===== src/design/mbpc_pkg.sv =====
// Shared constants and helpers for the multi-base palindrome checker.
// Used by the digit cell, the base lane and the top level.
package mbpc_pkg;

    localparam int NumWidth   = 32;
    localparam int MaxDigits  = 32;
    localparam int FirstBase  = 2;
    localparam int NumBases   = 15;
    localparam int DigitWidth = 4;
    localparam int CountWidth = $clog2(MaxDigits + 1);
    localparam int IdxWidth   = $clog2(MaxDigits);

    typedef logic [NumWidth-1:0]   num_t;
    typedef logic [DigitWidth-1:0] digit_t;
    typedef logic [CountWidth-1:0] count_t;
    typedef logic [NumBases-1:0]   mask_t;

    typedef enum logic [1:0] {
        ST_IDLE,
        ST_DIVIDE,
        ST_COMPARE,
        ST_DONE
    } lane_state_t;

    // Lane control from the top level.
    typedef struct packed {
        logic start;
        logic release_res;
    } lane_ctrl_t;

endpackage


===== src/design/mbpc_digit_cell.sv =====
// One digit stage of a base lane: holds a digit and shifts it on.
// Depends on mbpc_pkg.
module mbpc_digit_cell (
    input  logic            clk,
    input  logic            shift,
    input  mbpc_pkg::digit_t digit_in,
    output mbpc_pkg::digit_t digit_out
);
    import mbpc_pkg::*;

    digit_t digit_reg;

    always_ff @(posedge clk)
    begin
        if (shift)
        begin
            digit_reg <= digit_in;
        end
    end

    assign digit_out = digit_reg;
endmodule


===== src/design/mbpc_base_lane.sv =====
// One base lane: restoring division emits each digit into a chain of
// digit cells, then a compare walks the chain. Depends on mbpc_pkg and
// mbpc_digit_cell.
module mbpc_base_lane (
    input  logic                clk,
    input  logic                rst_n,
    input  logic [4:0]          base,
    input  mbpc_pkg::lane_ctrl_t ctrl,
    input  mbpc_pkg::num_t      number,
    output logic                done,
    output logic                is_pal
);
    import mbpc_pkg::*;

    // Quotient bits resolved per divide cycle.
    localparam int DivChunk = 8;
    localparam int DivSteps = NumWidth / DivChunk;
    localparam int StepW    = $clog2(DivSteps + 1);

    lane_state_t state_reg, state_next;
    num_t        quot_reg, quot_next;
    logic [4:0]  rem_reg, rem_next;
    logic [StepW-1:0] bit_reg, bit_next;
    count_t      count_reg, count_next;
    count_t      lo_reg, lo_next;
    count_t      hi_reg, hi_next;
    logic        pal_reg, pal_next;
    logic        shift;
    digit_t      chain [MaxDigits+1];

    assign chain[0] = rem_reg[DigitWidth-1:0];

    // Digits enter at cell 0; the first digit ends farthest along the chain.
    for (genvar i = 0; i < MaxDigits; i++)
    begin : g_cell
        mbpc_digit_cell u_cell (
            .clk      (clk),
            .shift    (shift),
            .digit_in (chain[i]),
            .digit_out(chain[i+1])
        );
    end

    logic [5:0] trial;
    logic       fits;
    logic [4:0] rem_work;
    num_t       quot_work;
    digit_t     dig_lo, dig_hi;

    always_comb
    begin
        trial      = '0;
        fits       = 1'b0;
        rem_work   = rem_reg;
        quot_work  = quot_reg;
        state_next = state_reg;
        quot_next  = quot_reg;
        rem_next   = rem_reg;
        bit_next   = bit_reg;
        count_next = count_reg;
        lo_next    = lo_reg;
        hi_next    = hi_reg;
        pal_next   = pal_reg;
        shift      = 1'b0;
        dig_lo     = chain[count_t'(lo_reg + 1'b1)];
        dig_hi     = chain[count_t'(hi_reg + 1'b1)];
        unique case (state_reg)
            ST_IDLE:
            begin
                if (ctrl.start)
                begin
                    quot_next  = number;
                    rem_next   = '0;
                    bit_next   = '0;
                    count_next = '0;
                    pal_next   = 1'b1;
                    state_next = (number == '0) ? ST_DONE : ST_DIVIDE;
                end
            end
            ST_DIVIDE:
            begin
                if (bit_reg == StepW'(DivSteps))
                begin
                    // Remainder is the next digit; push it into the chain.
                    shift      = 1'b1;
                    count_next = count_reg + 1'b1;
                    rem_next   = '0;
                    bit_next   = '0;
                    if (quot_reg == '0)
                    begin
                        lo_next    = '0;
                        hi_next    = count_reg;
                        state_next = ST_COMPARE;
                    end
                end
                else
                begin
                    for (int s = 0; s < DivChunk; s++)
                    begin
                        trial     = {rem_work, quot_work[NumWidth-1]};
                        fits      = trial >= {1'b0, base};
                        quot_work = {quot_work[NumWidth-2:0], fits};
                        rem_work  = fits ? 5'(trial - {1'b0, base}) : trial[4:0];
                    end
                    quot_next = quot_work;
                    rem_next  = rem_work;
                    bit_next  = bit_reg + 1'b1;
                end
            end
            ST_COMPARE:
            begin
                // Chain index i holds digit count-i; symmetric test anyway.
                if (lo_reg >= hi_reg)
                begin
                    state_next = ST_DONE;
                end
                else
                begin
                    if (dig_lo != dig_hi)
                    begin
                        pal_next = 1'b0;
                    end
                    lo_next = lo_reg + 1'b1;
                    hi_next = hi_reg - 1'b1;
                end
            end
            ST_DONE:
            begin
                if (ctrl.release_res)
                begin
                    state_next = ST_IDLE;
                end
            end
            default:
            begin
                state_next = ST_IDLE;
            end
        endcase
    end

    always_ff @(posedge clk or negedge rst_n)
    begin
        if (!rst_n)
        begin
            state_reg <= ST_IDLE;
        end
        else
        begin
            state_reg <= state_next;
        end
    end

    always_ff @(posedge clk)
    begin
        quot_reg  <= quot_next;
        rem_reg   <= rem_next;
        bit_reg   <= bit_next;
        count_reg <= count_next;
        lo_reg    <= lo_next;
        hi_reg    <= hi_next;
        pal_reg   <= pal_next;
    end

    assign done   = state_reg == ST_DONE;
    assign is_pal = pal_reg;

    a_start_idle: assert property (@(posedge clk) disable iff (!rst_n)
        ctrl.start && state_reg != ST_IDLE |-> 1'b0)
        else $error("lane started while busy");
    a_hold_done: assert property (@(posedge clk) disable iff (!rst_n)
        done && !ctrl.release_res |=> done)
        else $error("lane left done without release");
    a_compare_bound: assert property (@(posedge clk) disable iff (!rst_n)
        state_reg == ST_DIVIDE |-> count_reg <= count_t'(MaxDigits))
        else $error("digit count overflow");
endmodule


===== config.mk =====
export PLATFORM = sky130hd
export DESIGN_NAME = mbpc_base_lane
export DESIGN_NICKNAME = d
export VERILOG_FILES = /design/src/design/mbpc_pkg.sv /design/src/design/mbpc_digit_cell.sv /design/src/design/mbpc_base_lane.sv
export SDC_FILE = /design/constraint.sdc
export NUM_CORES = 1
export LEC_CHECK = 0
export BUFFER_PORTS_ARGS = -buffer_cell sky130_fd_sc_hd__buf_2
export CORE_ASPECT_RATIO = 1.25
export CORE_MARGIN = 2
export CORE_UTILIZATION = 30
export DETAILED_ROUTE_END_ITERATION = 10
export SKIP_CTS_REPAIR_TIMING = 1
export SLEW_MARGIN = 20
export SYNTH_ARGS = -nofsm -noshare
export SYNTH_HDL_FRONTEND = slang
export SYNTH_SLANG_ARGS = --single-unit

===== constraint.sdc =====
create_clock -name clk -period 13 [get_ports clk]
set_clock_uncertainty 0.2 [all_clocks]
set_input_delay 1.3 -clock clk [delete_from_list [all_inputs] [get_ports clk]]
set_output_delay 1.3 -clock clk [all_outputs]
set_load 0.05 [all_outputs]

---- Word-level counts from Yosys, hierarchy flattened ----
Index checks and enable logic that the tools add are counted.
word-level totals
  input port bits ......................... 41
  bits in registers ....................... 189
operators by class
  add/subtract/negate cells ............... 13
  order comparisons ....................... 11
  mux-type cells .......................... 47
  eq/ne operators ......................... 13
  bitwise gates (word level) .............. 2
  reductions and logical operators ........ 12
operator list
  kind                                                       number
  logical NOT 32 bit                                         2
  two-way mux 32 bit                                         2
  one-hot mux 32 bit (2 select lines)                        1
  two-way mux 5 bit                                          10
  binary-select mux 4 bit (select 6 bit)                     2
  greater-or-equal comparator 6 x 5 -> 1 bit                 8
  two-way mux 6 bit                                          8
  subtractor 5 bit                                           8
  one-hot mux 6 bit (2 select lines)                         3
  adder 6 x 1 -> 6 bit (second input constant)               3
  two-way mux 4 bit                                          4
  != test 2 bit (second input constant)                      8
  greater-or-equal comparator 7 bit (second input constant)  2
  NOT 6 -> 7 bit                                             2
  two-way mux 2 bit                                          6
  one-hot mux 5 bit (2 select lines)                         1
  one-hot mux 2 bit (4 select lines)                         1
  AND reduction 4 bit                                        2
  greater-or-equal comparator 6 bit                          1
  two-way mux 3 bit                                          2
  one-hot mux 3 bit (2 select lines)                         1
  AND reduction 3 bit                                        2
  nonzero test 2 bit                                         3
  subtractor 6 x 1 -> 6 bit (second input constant)          1
  10 further kinds                                           15

---- Depth between registers and ports, before layout ----
Gate-level depths: netlist (run 1).
  depth in word-level cells ............... 18
  depth in mapped cells ................... 72
  mapped depth without buffers ............ 70

---- By module ----
A second synthesis (run 1) with hierarchy kept.
unflattened totals
  cell total of the unflattened synthesis .. 779
  area, all modules ....................... 11217.0 µm²
by module, submodules not included
  module           instances  cells each  area each (µm²)
  mbpc_base_lane   1          651         7373.3
  mbpc_digit_cell  32         4           120.1

---- Worst setup path before layout (run 1) ----
No wires, ideal clock.
  kind .................................... input port to flip-flop
  start ................................... input base[1]
  end ..................................... register rem_reg[1], data pin
  stages on the path ...................... 68
  arrival ................................. 13.769 ns
  setup time .............................. 0.259 ns
  data required time ...................... 12.541 ns
  setup slack ............................. -1.228 ns
  path buffers ............................ 2
  cell sequence ........................... inv_1 > fa_1 > a21oi_1 > o22ai_2 > nor2_2 > mux2_2 > fa_1 > nand2b_1 > a21oi_1 > nor2_1 > nand3_1 > mux2i_1 > ha_1 > nor2b_1 > o21a_1 > o31ai_1 > nor2b_1 > o211ai_1 > (+32 left out) > nand2_1 > a21boi_0 > o21ai_0 > nand2b_1 > a21o_1 > a41oi_1 > o221ai_4 > mux2i_1 > fa_1 > a21oi_1 > nor2b_1 > o21ai_0 > nand2b_1 > a21oi_1 > o41ai_1 > a221oi_4 > mux2i_1 > nor2_1
between the ends
  word-level cells in the longest chain between the ends .. 18
  elaborated cells on any way between the ends .. 26
  classes of those cells .................. add/sub: 8; order compare: 8; mux: 10
ends and longest elaborated chain
  what                                                                                   line                                          RTL
  start, declared                                                                        mbpc_base_lane.sv:7                           input logic [4:0] base,
  subtractor 5 bit / greater-or-equal comparator 6 x 5 -> 1 bit (equally long branches)  mbpc_base_lane.sv:103, mbpc_base_lane.sv:101
  two-way mux 5 bit                                                                      mbpc_base_lane.sv:103                         rem_work = fits ? 5'(trial - {1'b0, base}) : trial[4:0];
  subtractor 5 bit / greater-or-equal comparator 6 x 5 -> 1 bit (equally long branches)  mbpc_base_lane.sv:103, mbpc_base_lane.sv:101
  two-way mux 5 bit                                                                      mbpc_base_lane.sv:103
  subtractor 5 bit / greater-or-equal comparator 6 x 5 -> 1 bit (equally long branches)  mbpc_base_lane.sv:103, mbpc_base_lane.sv:101
  two-way mux 5 bit                                                                      mbpc_base_lane.sv:103
  subtractor 5 bit / greater-or-equal comparator 6 x 5 -> 1 bit (equally long branches)  mbpc_base_lane.sv:103, mbpc_base_lane.sv:101
  two-way mux 5 bit                                                                      mbpc_base_lane.sv:103
  (+2 left out)                                                                          --
  subtractor 5 bit / greater-or-equal comparator 6 x 5 -> 1 bit (equally long branches)  mbpc_base_lane.sv:103, mbpc_base_lane.sv:101
  two-way mux 5 bit                                                                      mbpc_base_lane.sv:103
  greater-or-equal comparator 6 x 5 -> 1 bit / subtractor 5 bit (equally long branches)  mbpc_base_lane.sv:101, mbpc_base_lane.sv:103
  two-way mux 5 bit                                                                      mbpc_base_lane.sv:103
  subtractor 5 bit / greater-or-equal comparator 6 x 5 -> 1 bit (equally long branches)  mbpc_base_lane.sv:103, mbpc_base_lane.sv:101
  two-way mux 5 bit (*)                                                                  mbpc_base_lane.sv:103
  two-way mux 5 bit (*)                                                                  mbpc_base_lane.sv:82                          if (bit_reg == StepW'(DivSteps))
  one-hot mux 5 bit (2 select lines) (*)                                                 mbpc_base_lane.sv:67                          unique case (state_reg)
  end signal, assigned                                                                   mbpc_base_lane.sv:156                         rem_reg <= rem_next;
  end, declared                                                                          mbpc_base_lane.sv:22                          logic [4:0] rem_reg, rem_next;
Mark *: on every way between the ends. The rest lies on a longest branch, timed or not.
A chain may end at the register's enable or synchronous reset.

---- Final worst setup path (run 1) ----
  start ................................... input base[1]
  end ..................................... register rem_reg[3], data pin
between the ends
  word-level cells in the longest chain between the ends .. 18
  elaborated cells on any way between the ends .. 26
  classes of those cells .................. add/sub: 8; order compare: 8; mux: 10
ends and longest elaborated chain
  what                                                                                   line
  subtractor 5 bit / greater-or-equal comparator 6 x 5 -> 1 bit (equally long branches)  mbpc_base_lane.sv:103, mbpc_base_lane.sv:101
  two-way mux 5 bit                                                                      mbpc_base_lane.sv:103
  subtractor 5 bit / greater-or-equal comparator 6 x 5 -> 1 bit (equally long branches)  mbpc_base_lane.sv:103, mbpc_base_lane.sv:101
  two-way mux 5 bit                                                                      mbpc_base_lane.sv:103
  subtractor 5 bit / greater-or-equal comparator 6 x 5 -> 1 bit (equally long branches)  mbpc_base_lane.sv:103, mbpc_base_lane.sv:101
  two-way mux 5 bit                                                                      mbpc_base_lane.sv:103
  subtractor 5 bit / greater-or-equal comparator 6 x 5 -> 1 bit (equally long branches)  mbpc_base_lane.sv:103, mbpc_base_lane.sv:101
  two-way mux 5 bit                                                                      mbpc_base_lane.sv:103
  (+2 left out)                                                                          --
  subtractor 5 bit / greater-or-equal comparator 6 x 5 -> 1 bit (equally long branches)  mbpc_base_lane.sv:103, mbpc_base_lane.sv:101
  two-way mux 5 bit                                                                      mbpc_base_lane.sv:103
  subtractor 5 bit / greater-or-equal comparator 6 x 5 -> 1 bit (equally long branches)  mbpc_base_lane.sv:103, mbpc_base_lane.sv:101
  two-way mux 5 bit                                                                      mbpc_base_lane.sv:103
  subtractor 5 bit / greater-or-equal comparator 6 x 5 -> 1 bit (equally long branches)  mbpc_base_lane.sv:103, mbpc_base_lane.sv:101
  two-way mux 5 bit (*)                                                                  mbpc_base_lane.sv:103
  two-way mux 5 bit (*)                                                                  mbpc_base_lane.sv:82
  one-hot mux 5 bit (2 select lines) (*)                                                 mbpc_base_lane.sv:67
Marked as above.

==> results.md, run 1 <==
* Max Freq at 0.07800 GHz
* XOR/XNOR Fraction of Synth Area at 0.02938
* Count of different cell masters after synthesis at between 60 and 70
* Max cap viols at 0
* Total global routing overflow at 0
* WL final at 26.90 mm
* Initial antenna violation count at 0
* TritonCTS buffer count at 17
* CP Capture Type: register
* First-pass GRT wire length at 42.19 mm
* Tot GR Track Use at 0.1389
* Placed Area at 0.01291 sq mm
* Mapped Area at 0.01133 sq mm
* Post-synthesis async set-or-reset flop share at 0.01058
* Hold WC Path Type: register to register
* Final Non-Filler Cells at approximately 1400
* WS Path Type: primary input to register
* Post-synthesis sequential area ratio at 0.5001
* Routability cong. at about 0.85
* Compound-Gate Fraction of Synth Area at 0.07234
* Largest stage delay, worst path at 410 ps
* Share of layout cells above drive strength 1 at 0.4083
* Largest family of logic cells by synthesized area: multiplexers
* Minimum clock period at 12820 ps
* Clk_lat worst skew at 430 ps
* CTS sink count at 189
* Status: finished clean
* Chip height at 221.3 um
* #FFs+latches synth at roughly 190
* Crit path required time at 12970 ps
* Wire length per cell at 18.83 um
* Via density at 5.101
* Die W at 177.8 um
* I/O Buffers at 42
* Synth Area in Simple Gates at 0.07178
* HP Start: g_cell[27].u_cell.digit_out[0]
* Crit path DAT at 12790 ps
* Yosys warnings at 0
* Setup violators final at 0
* CTS tree: done
* Pre-CTS setup slack at -463.7 ps
* Clock Path Buffers at 2
* Slew @ Worst Pin at 982.1 ps
* Largest net degree at the start of global routing at 74
* Dpl cells at approximately 1400
* DRC Markers at 0
* Initial core utilization at 0.3040
* Final worst setup slack at 179.6 ps
* Drt initial violations at 430
* Final instance area at 0.01391 sq mm
* Core area at 0.03726 sq mm
* Post-synth EDFFs at 187
* CP Launch Type: primary input
* Area delta synth->final at 22.80%
* RSZ-0062 raised after global routing: true
* Metal2 WL at 14.27 mm
* Net Count, Synth at 893
* Critical path startpoint: base[1]
* Adder-Cell Fraction of Synth Area at 0.07598
* Die ar. at 0.03935 sq mm
* Worst r2r src: quot_reg[31]
* Gate Count Post-Synth at just under 800
* Final core utilization at 0.3734
* Routed metal-1 wire length at 11.10 mm
* CTS root buffer: clkbuf_16
* Detailed-route via count at 7290
* ANT cells at 0
* Hpwl dp at 18.92 mm
* Drt pass-1 iters at 4
* Post-synthesis mux area share at 0.2232
* CP Max Fanout at 7
* DR WL met3 at 949 um
* Clk pin slew, worst setup/hold paths at ~80 ps
* Cell row count at slightly below 80
* H-Tree Level Count at 4
* Slew HR at 0.3394
* Final period utilization at 0.9862
* Ys flop type: edfxtp_1
* Final Hold Viols at 0
* Slowest CP cell: fa_2
* Number of global-route vias before repair at 7685
* Fill cell count at approximately 3500
* Max Used Layer: met4
* Synth Area per Inst at between 10 and 15 sq um
* Max-slew violations at 0
* IO Pins at 43
* Post-route antenna net violation count at 0
* Max reg flops at around 130
* Final nets at around 1000
* CP most frequent cell: ha_4
-- final timing paths --
| path | to | slack, ps | cells after the start |
|---|---|---|---|
| hold reg to reg | g_cell[28].u_cell.digit_out[0] | 260 | 0 |
| max in group asynchronous | state_reg[1] | 12070 | 1 |
| setup / recovery | rem_reg[3] | 180 | 70 |
| setup reg to reg | rem_reg[3] | 540 | 71 |
| hold / removal | g_cell[28].u_cell.digit_out[0] | 260 | 0 |
| min in group asynchronous | state_reg[0] | 440 | 1 |
-- worst max-delay path: cells and delay by family --
family                   cells  cell delay, ps
AO/OA/AOI/OAI               27            4380
adder cells (fa/ha/maj)      8            2260
buffers and inverters        9            1010
multiplexers                 7            1920
AND/OR/NAND/NOR             19            1920
-- synth_stat cells (3+ instances only) --
cell | instances | share of area
a211oi_1 | 5 | 0.0033
a21boi_0 | 4 | 0.0027
a21o_1 | 11 | 0.0073
a21oi_1 | 39 | 0.017
a221oi_1 | 3 | 0.0023
a22o_1 | 3 | 0.0023
a31oi_1 | 3 | 0.0017
and2_1 | 8 | 0.0044
and3_1 | 7 | 0.0039
buf_1 | 8 | 0.0027
buf_2 | 3 | 0.0013
clkbuf_1 | 13 | 0.0043
edfxtp_1 | 187 | 0.50
fa_1 | 8 | 0.014
ha_1 | 56 | 0.062
inv_1 | 52 | 0.017
mux2_2 | 41 | 0.041
mux2i_1 | 25 | 0.022
mux4_2 | 80 | 0.16
nand2_1 | 25 | 0.0083
nand2b_1 | 11 | 0.0061
nand3_1 | 15 | 0.0066
nand3b_1 | 4 | 0.0027
nand4_1 | 4 | 0.0022
nor2_1 | 38 | 0.013
nor2b_1 | 11 | 0.0061
nor3_1 | 7 | 0.0031
nor4_1 | 14 | 0.0077
o211ai_1 | 3 | 0.0020
o21ai_0 | 14 | 0.0062
o41ai_1 | 3 | 0.0023
or2_2 | 3 | 0.0017
xnor2_1 | 20 | 0.015
xor2_1 | 18 | 0.014
-- layout make-up --
type                       instances  area, sq um  area share
multi-input combinational        519         5804      0.4172
clock buffer                      18        429.2     0.03085
sequential                       189         5665      0.4072
tap                              486        608.1     0.04371
inverter                          54        212.7     0.01529
timing repair buffer             150         1082     0.07779
clock inverter                    13        111.4    0.008004
-- layout by cell type (no fill, tap or decap), types with 6 or more instances in the layout --
cell type,Yosys,routed
o21ai_0,14,6
nand3_1,15,14
mux4_2,80,80
nor2b_1,11,8
buf_4,1,104
a21o_1,11,11
mux2_2,41,36
nor2_1,38,35
ha_1,56,42
inv_2,1,6
edfxtp_1,187,187
xnor2_1,20,20
a21oi_2,0,6
clkbuf_16,0,17
fa_2,0,7
a21oi_1,39,32
mux2i_1,25,19
nor3_1,7,7
nand2_1,25,20
buf_2,3,40
nor4_1,14,14
xor2_1,18,18
ha_4,0,12
inv_1,52,44
and2_1,8,8
nand2b_1,11,9
mux2_4,1,6
-- kinds of logic after synthesis --
kind of cell / Yosys count
AND/OR/NAND/NOR: 156
adder cells (fa/ha/maj): 64
flip-flops: 189
AO/OA/AOI/OAI: 114
multiplexers: 147
XOR/XNOR: 38
buffers and inverters: 80
-- routing by layer --
layer	GRT usage	up-vias
met5	0	-
met4	0.04072	0
met3	0.03058	33
met2	0.2423	146
met1	0.1705	3700
li1	-	3411
-- stage by stage --
| stage | TNS, ps | hold WS [ps] |
|---|---|---|
| floorplan | 0 | 238.5 |
| global route | -3086 | 284.0 |
| global placement | -656.5 | 245.2 |
| detailed placement | -2423 | 255.9 |
| CTS | -195.1 | 265.6 |
| finish | 0 | 259.7 |
Power of run 1 is left out: the tool's default activity adds up to more than one toggle a clock period on the data nets, which glitch-free logic cannot reach.
==> run 2, diff against run 1 <==
Settings changed: CORE_MARGIN 2 to 4, CTS_BUF_LIST from default to sky130_fd_sc_hd__clkbuf_4 sky130_fd_sc_hd__clkbuf_8, MAX_ROUTING_LAYER from default to met4.
==> run 2 against run 1 <==
  * Final area shrank 2.0%
  * Register-to-register slack gained 140 ps
  * Non-clock buffer count shrank 5
  * Critical endpoint unchanged
==> results.md, run 2 (synthesized netlist as in run 1, its figures left out) <==
* Initial antenna violation count at 0 (unchanged)
* Cell row count at 79 (unchanged)
* Commonest cells after routing, fill and taps aside: 187 x edfxtp_1, 102 x buf_4, 80 x mux4_2, 45 x ha_1, 42 x inv_1 (was 187 x edfxtp_1, 104 x buf_4, 80 x mux4_2, 44 x inv_1, 42 x ha_1)
* CTS sink count at 189 (unchanged)
* CP most frequent cell: ha_4 (unchanged)
* Detailed-route via count at 7242 (was 7290)
* Area delta synth->final at 20.38% (was 22.80%)
* Post-route antenna net violation count at 0 (unchanged)
* Chip height at 225.3 um (was 221.3 um)
* Clk_lat worst skew at 470 ps (was 430 ps)
* Tot GR Track Use at 0.1331 (was 0.1389)
* Setup TNS at 0 ps (unchanged)
* Final Hold Viols at 0 (unchanged)
* Slew HR at 0.3574 (was 0.3394)
* Final period utilization at 0.9709 (was 0.9862)
* Max Freq at 0.07923 GHz (was 0.07800 GHz)
* Crit path required time at 13010 ps (was 12970 ps)
* Crit path DAT at 12630 ps (was 12790 ps)
* Largest stage delay, worst path at 380 ps (was 410 ps)
* CTS root buffer: clkbuf_8 (was clkbuf_16)
* H-Tree Level Count at 4 (unchanged)
* WL final at 26.50 mm (was 26.90 mm)
* WS Path Type: primary input to register (unchanged)
* Minimum clock period at 12620 ps (was 12820 ps)
* TritonCTS buffer count at 17 (unchanged)
* Slowest CP cell: fa_2 (unchanged)
* Drt initial violations at 464 (was 430)
* Die ar. at 0.04096 sq mm (was 0.03935 sq mm)
* Final nets at 1031 (was 1036)
* Drt pass-1 iters at 7 (was 4)
* Die W at 181.8 um (was 177.8 um)
* Max cap viols at 0 (unchanged)
* I/O Buffers at 42 (unchanged)
* IO Pins at 43 (unchanged)
* Hold WC Path Type: register to register (unchanged)
* Setup violators final at 0 (unchanged)
* Routability cong. at 0.8796 (was 0.8533)
* Fill cell count at 3554 (was 3499)
* Wire length per cell at 18.60 um (was 18.83 um)
* Largest net degree at the start of global routing at 69 (was 74)
* Via density at 5.082 (was 5.101)
* CP Launch Type: primary input (unchanged)
* First-pass GRT wire length at 41.76 mm (was 42.19 mm)
* Number of global-route vias before repair at 7578 (was 7685)
* ANT cells at 0 (unchanged)
* Share of layout cells above drive strength 1 at 0.4047 (was 0.4083)
* Hpwl dp at 18.61 mm (was 18.92 mm)
* Clk pin slew, worst setup/hold paths at 100 ps (was 80 ps)
* CTS tree: done (unchanged)
* FF+latch area at 0.005665 sq mm (unchanged)
* Most common cell after layout, fill and taps aside: edfxtp_1 (unchanged)
* Status: finished clean (unchanged)
* Area of the multi-input gates at 0.005761 sq mm (was 0.005804 sq mm)
* Slew @ Worst Pin at 957.0 ps (was 982.1 ps)
* Initial core utilization at 0.3040 (unchanged)
* CP Capture Type: register (unchanged)
* CP Max Fanout at 6 (was 7)
* Total global routing overflow at 0 (unchanged)
* RSZ-0062 raised after global routing: true (unchanged)
* Max-slew violations at 0 (unchanged)
* Max reg flops at 128 (unchanged)
* Clock Path Buffers at 2 (unchanged)
* DRC Markers at 0 (unchanged)
* Core area at 0.03726 sq mm (unchanged)
run 2: cell count changes in the layout (fill, tap and decap cells not counted), sizes merged:
cell / previous run / this run
buf: 150 / 145
bufinv: 0 / 1
clkbuf: 18 / 19
clkinv: 6 / 4
inv: 57 / 58
run 2: per-stage QoR:
stage	utilization	area (sq um)	cells	worst slack (ps)	hold WS, ps
after floorplan	-	11520	788	2.873	238.5
after global routing	0.3660	13640	1425	-273.9	288.5
after detailed placement	0.3463	12910	1378	-444.0	253.6
final	0.3660	13640	1425	378.0	270.8
after CTS	0.3565	13280	1410	34.07	276.4
after global placement	0.3463	12910	1378	-160.9	242.8
run 2: per-layer routing:
| metal | global-route usage | vias up | wire [um] |
|---|---|---|---|
| li1 | - | 3402 | - |
| met1 | 0.1596 | 3672 | 10910 |
| met2 | 0.2321 | 141 | 14120 |
| met3 | 0.02422 | 27 | 939 |
| met4 | 0.03488 | 0 | 522 |
| met5 | - | - | 0 |
run 2: final timing paths:
path	from	end	slack [ps]	depth (start not counted)
max	base[0]	rem_reg[3]	380	67
min	g_cell[4].u_cell.digit_out[2]	g_cell[5].u_cell.digit_out[2]	270	0
max reg2reg	quot_reg[31]	rem_reg[3]	680	67
min reg2reg	g_cell[4].u_cell.digit_out[2]	g_cell[5].u_cell.digit_out[2]	270	0
max in group asynchronous	rst_n	state_reg[0]	12100	1
min in group asynchronous	rst_n	state_reg[1]	400	1
run 2: worst max-delay path: cells and delay by family:
| kind | cells | cell delay, ps |
|---|---|---|
| AOI/OAI and AO/OA | 27 | 4160 |
| muxes | 8 | 2250 |
| and+or+nand+nor | 15 | 1670 |
| buffers and inverters | 8 | 800 |
| adders and majority gates | 9 | 2410 |
run 2: final cells by class:
class,instances,share of cell area
Clock buffer,19,0.01826
Inverter,54,0.01541
Sequential cell,189,0.4154
Multi-Input combinational cell,519,0.4224
Tap cell,486,0.04459
Clock inverter,13,0.009450
Timing Repair Buffer,145,0.07449
Power of run 2 is left out for the same reason.
